File: config.mk
export PLATFORM = sky130hd
export DESIGN_NAME = eyvm_cordic
export DESIGN_NICKNAME = d
export VERILOG_FILES = /design/src/rtl/eyvm_pkg.sv /design/src/rtl/eyvm_cordic.sv
export SDC_FILE = /design/constraint.sdc
export NUM_CORES = 2
export LEC_CHECK = 0
export BUFFER_PORTS_ARGS = -buffer_cell sky130_fd_sc_hd__buf_2
export CAP_MARGIN = 20
export CELL_PAD_IN_SITES_DETAIL_PLACEMENT = 0
export CELL_PAD_IN_SITES_GLOBAL_PLACEMENT = 1
export CORE_MARGIN = 2
export CORE_UTILIZATION = 52
export CTS_CLUSTER_DIAMETER = 200
export DETAILED_ROUTE_END_ITERATION = 8
export HOLD_SLACK_MARGIN = 0.03
export PLACE_DENSITY_LB_ADDON = 0.05
export REMOVE_ABC_BUFFERS = 1
export SLEW_MARGIN = 20
export SYNTH_ARGS = -nofsm -noshare
export SYNTH_HDL_FRONTEND = slang
export SYNTH_SLANG_ARGS = --single-unit
File: constraint.sdc
create_clock -name clk -period 7.2 [get_ports clk]
set_clock_uncertainty 0.15 [all_clocks]
set_input_delay 1.08 -clock clk [delete_from_list [all_inputs] [get_ports clk]]
set_output_delay 1.08 -clock clk [all_outputs]
set_load 0.02 [all_outputs]
File: src/rtl/eyvm_pkg.sv
// Shared constants, types and tables for the Y-X-Z view matrix unit.
package eyvm_pkg;

    localparam int CORDIC_STAGES = 16;
    localparam int ATAN_ENTRIES  = 24;
    localparam int NSTG = (CORDIC_STAGES > ATAN_ENTRIES) ? ATAN_ENTRIES : CORDIC_STAGES;

    localparam int ANG_W  = 16;
    localparam int POS_W  = 24;
    localparam int ROT_W  = 16;
    localparam int TRN_W  = 25;
    localparam int CW     = 34;
    localparam int TRIG_W = 22;

    localparam logic signed [CW-1:0] Q30_PI      = 34'sd3373259426;
    localparam logic signed [CW-1:0] Q30_HALF_PI = 34'sd1686629713;
    localparam logic signed [CW-1:0] Q30_GAIN    = 34'sd652032874;

    localparam logic signed [ROT_W-1:0] ROT_LIMIT   = 16'sd16384;
    localparam logic signed [TRN_W-1:0] TRN_LIMIT   = 25'sd14529495;

    localparam int IN_TDATA_W  = 3 * ANG_W + 3 * POS_W;
    localparam int OUT_TDATA_W = 224;

    typedef logic signed [CW-1:0]     cw_t;
    typedef logic signed [TRIG_W-1:0] trig_t;
    typedef logic signed [ROT_W-1:0]  rot_t;

    typedef struct packed {
        trig_t c;
        trig_t s;
    } cs_t;

    function automatic cw_t atan_q30(input int i);
        cw_t t;
        case (i)
            0:  t = 34'sd843314856;
            1:  t = 34'sd497837829;
            2:  t = 34'sd263043836;
            3:  t = 34'sd133525158;
            4:  t = 34'sd67021686;
            5:  t = 34'sd33543515;
            6:  t = 34'sd16775850;
            7:  t = 34'sd8388437;
            8:  t = 34'sd4194282;
            9:  t = 34'sd2097149;
            10: t = 34'sd1048575;
            11: t = 34'sd524287;
            12: t = 34'sd262143;
            13: t = 34'sd131071;
            14: t = 34'sd65535;
            15: t = 34'sd32767;
            16: t = 34'sd16383;
            17: t = 34'sd8191;
            18: t = 34'sd4095;
            19: t = 34'sd2047;
            20: t = 34'sd1023;
            21: t = 34'sd511;
            22: t = 34'sd255;
            default: t = 34'sd127;
        endcase
        return t;
    endfunction

endpackage

File: src/rtl/eyvm_cordic.sv
// Pipelined rotation-mode CORDIC giving Q.20 cosine and sine of a Q3.13 angle.
module eyvm_cordic
(
    input  logic                                clk,
    input  logic                                en,
    input  logic signed [eyvm_pkg::ANG_W-1:0]   ang,
    output eyvm_pkg::cs_t                       cs
);

    localparam int N = eyvm_pkg::NSTG;

    eyvm_pkg::cw_t x_reg [N+1];
    eyvm_pkg::cw_t y_reg [N+1];
    eyvm_pkg::cw_t z_reg [N+1];
    logic          neg_reg [N+1];
    eyvm_pkg::cs_t cs_reg;

    eyvm_pkg::cw_t z_next;
    logic          neg_next;
    eyvm_pkg::cw_t xr;
    eyvm_pkg::cw_t yr;

    always_comb
    begin
        z_next   = eyvm_pkg::cw_t'(ang) <<< 17;
        neg_next = 1'b0;
        if (z_next > eyvm_pkg::Q30_HALF_PI)
        begin
            z_next   = z_next - eyvm_pkg::Q30_PI;
            neg_next = 1'b1;
        end
        else if (z_next < -eyvm_pkg::Q30_HALF_PI)
        begin
            z_next   = z_next + eyvm_pkg::Q30_PI;
            neg_next = 1'b1;
        end
    end

    always_ff @(posedge clk)
    begin
        if (en)
        begin
            x_reg[0]   <= eyvm_pkg::Q30_GAIN;
            y_reg[0]   <= '0;
            z_reg[0]   <= z_next;
            neg_reg[0] <= neg_next;
        end
    end

    for (genvar i = 0; i < N; i++)
    begin : g_stage
        always_ff @(posedge clk)
        begin
            if (en)
            begin
                neg_reg[i+1] <= neg_reg[i];
                if (!z_reg[i][eyvm_pkg::CW-1])
                begin
                    x_reg[i+1] <= x_reg[i] - (y_reg[i] >>> i);
                    y_reg[i+1] <= y_reg[i] + (x_reg[i] >>> i);
                    z_reg[i+1] <= z_reg[i] - eyvm_pkg::atan_q30(i);
                end
                else
                begin
                    x_reg[i+1] <= x_reg[i] + (y_reg[i] >>> i);
                    y_reg[i+1] <= y_reg[i] - (x_reg[i] >>> i);
                    z_reg[i+1] <= z_reg[i] + eyvm_pkg::atan_q30(i);
                end
            end
        end
    end

    always_comb
    begin
        xr = (x_reg[N] + eyvm_pkg::cw_t'(512)) >>> 10;
        yr = (y_reg[N] + eyvm_pkg::cw_t'(512)) >>> 10;
        if (neg_reg[N])
        begin
            xr = -xr;
            yr = -yr;
        end
    end

    always_ff @(posedge clk)
    begin
        if (en)
        begin
            cs_reg.c <= xr[eyvm_pkg::TRIG_W-1:0];
            cs_reg.s <= yr[eyvm_pkg::TRIG_W-1:0];
        end
    end

    assign cs = cs_reg;

endmodule

==> impl_metrics.toml <==
[setup_path]
reg2reg_to = "y_reg[4][31]"
r2r_slack_ns = 1.15
worstRegToRegCells = 19
cp-start-kind = "flop"
worstReg2RegStart = "x_reg[3][7]"
end_kind = "flop"
crit_arrival_ns = 6.49
critPathMaxFanout = 4
required_ns = 7.64
path_class = "reg -> reg"

[timing]
slew_headroom_pct = 20.3
tns_ns = 0
tightestPinTransition_ns = 1.18
fin_crit_sh_pct = 84.0
hold_violations = 0
rsz0062_at_grt = "false"
finalSetupViolCount = 0
report.final.slew_viol_count = 0
fmax_ghz = 0.165
finalCriticalPeriod_ns = 6.05

[cells_and_area]
area_growth_pct = 8.28
seq_area_um2 = 45500
multi_input_area_um2 = 78800
drive_gt1_share_pct = 4.59
fillerInstances = 21400
largest_reg_flops = 500
nNetsFinal = 14800

[clock_tree]
cts_htree_levels = 4
cts_setup_buffers = 0
clk_latency_ns = 0.85
clkSinkCount = 1514
cts_buffer_depth = 3
cts_tree = "yes"
path_clk_slew_ns = 0.07
cts_resized = 0
cts_hold_buffers = 0
clockRootBuffer = "clkbuf_16"
cts_made_buffers = 182

[floorplanning]
die_area_um2 = 248000
fp-row-count = 181
start_util_pct = 52.3
fp.dieW_um = 498
io_pins = 62
coreArea_um2 = 243000
fp.dieH_um = 498

[worst_hold_path]
worstHoldPathType = "reg -> reg"
min_to = "neg_reg[0][6]"
holdPathStages = 0
min-delay-start = "neg_reg[0][5]"

[yosys]
netlist.area_leader.share_pct = 35.8
seq_area_frac_synth_pct = 35.8
netlist_area_um2 = 127000
synth_cells = 13100
yosys.cell_types.count = 99
ys_top_cells_by_area = "edfxtp_1, ha_1, xnor2_1, a21oi_1, xor2_1"
synth-edff-count = 1514
synth-async-reset-ratio_pct = 0
yosys_register_bits = 1514
avgSynthCellArea_um2 = 9.66
synth-main-ff-cell = "edfxtp_1"
yosys_warnings = 0
synth_area_leader_cell = "edfxtp_1"

[grt]
grt_pass1_vias = 96200
grt-ovfl-total = 0
grt_pass1_wl_um = 545000
grt_max_degree = 176
antenna_found_initial = 4
track_usage_pct = 27.4

[place]
gp_congestion = 0.944
hpwl_um = 276000
portBuffers = 61

[drt]
viasPerCell = 6.04
drc = 0
wl_per_cell_um = 20.9
firstDrtPassIters = 8
drt-total-wl_um = 348000
num_vias = 100000
drt_iter0_markers = 8288
ant_nets = 0

[run_status]
status = "finished clean"

[flow_run]
cap_violations = 0
## stage by stage
| stage | utilization (%) | cell area [um^2] | cells | setup slack (ns) | hold WS (ns) |
|---|---|---|---|---|---|
| after detailed placement | 54.0 | 131000 | 16300 | 0.834 | 0.256 |
| after global routing | 56.6 | 137000 | 16600 | 0.680 | 0.280 |
| final | 56.6 | 137000 | 16600 | 1.15 | 0.268 |
| after floorplan | - | 126000 | 12900 | 0.824 | 0.250 |
| after global placement | 54.0 | 131000 | 16300 | 0.895 | 0.252 |
| after CTS | 56.6 | 137000 | 16600 | 1.23 | 0.270 |
## worst max-delay path, stage by stage (launching register included)
cell and delay, ns:
edfxtp_1 0.51, or3_1 0.42, or3b_2 0.53, nor2_1 0.31
nand2_1 0.17, nor4_1 0.66, inv_1 0.20, o21ai_0 0.25
xor2_1 0.22, ha_1 0.30, nand4_1 0.15, or2_2 0.14
inv_1 0.03, a31oi_1 0.33, o221ai_1 0.24, a31o_2 0.30
a211oi_1 0.45, o21bai_1 0.11, a21o_1 0.20, xor2_1 0.13
## cell usage in the layout, fill, tap and decap left out, types with 60 or more instances in the layout
cell,instances
o21bai_1,157
or3_1,99
buf_2,60
nor3_1,295
xor2_1,663
nand3_1,234
a21o_1,630
o31ai_1,134
a21oi_1,1333
clkbuf_16,183
ha_1,1424
buf_4,96
xnor2_1,1266
a211oi_1,126
o21ai_0,735
nor4_1,78
nor2b_1,203
a31oi_1,129
o21a_1,209
nor2_1,992
nand2_1,710
edfxtp_1,1514
and2_1,69
nand4_1,100
inv_1,510
mux2i_1,66
and3_1,106
nand2b_1,222
## worst max-delay path by stage
stage	to	startpoint	slack, ns	depth (start not counted)
final	y_reg[4][31]	x_reg[3][7]	1.15	19
after floorplan	y_reg[3][30]	en	0.82	15
after CTS	y_reg[15][33]	x_reg[14][17]	1.23	17
after detailed placement	x_reg[16][31]	en	0.83	18
after global routing	y_reg[15][33]	x_reg[14][19]	0.68	17
after global placement	y_reg[15][33]	en	0.89	16
## area by class of cell
| cell class | count | share of cell area (%) |
|---|---|---|
| Tap cell | 3202 | 2.91 |
| Sequential cell | 1514 | 33.1 |
| Antenna cell | 2 | 0.00364 |
| Timing Repair Buffer | 160 | 0.801 |
| Inverter | 524 | 1.43 |
| Clock buffer | 211 | 3.41 |
| Multi-Input combinational cell | 10900 | 57.3 |
| Clock inverter | 126 | 1.08 |
## metal layers
| layer | routed length (um) | GRT usage (%) |
|---|---|---|
| met1 | 164000 | 39.1 |
| met3 | 17600 | 3.00 |
| met5 | 7 | 0 |
| met4 | 8710 | 6.80 |
| met2 | 157000 | 44.2 |
## cells in the mapped netlist (100+ instances only)
| cell | count |
|---|---|
| a211oi_1 | 126 |
| a21o_1 | 630 |
| a21oi_1 | 1333 |
| a31oi_1 | 129 |
| and3_1 | 106 |
| clkbuf_1 | 175 |
| edfxtp_1 | 1514 |
| ha_1 | 1424 |
| inv_1 | 519 |
| nand2_1 | 714 |
| nand2b_1 | 222 |
| nand3_1 | 234 |
| nand4_1 | 100 |
| nor2_1 | 992 |
| nor2b_1 | 203 |
| nor3_1 | 295 |
| o21a_1 | 209 |
| o21ai_0 | 735 |
| o21bai_1 | 157 |
| o31ai_1 | 134 |
| xnor2_1 | 1266 |
| xor2_1 | 663 |
## cell families (layout without fill, tap and decap cells)
group / count (synthesis) / in the layout / synth area share (%)
muxes: 113 / 113 / 0.937
AOI/OAI and AO/OA: 4041 / 4041 / 20.2
and+or+nand+nor: 3345 / 3345 / 12.9
xor gates and xnor gates: 1930 / 1930 / 13.3
adders and majority gates: 1468 / 1468 / 14.7
other: 0 / 2 / 0
DFF: 1514 / 1514 / 35.8
buffers and inverters: 738 / 1021 / 2.18
Power is not shown: default switching activity piles up to over one toggle a cycle in this logic, so the estimate is an artifact.
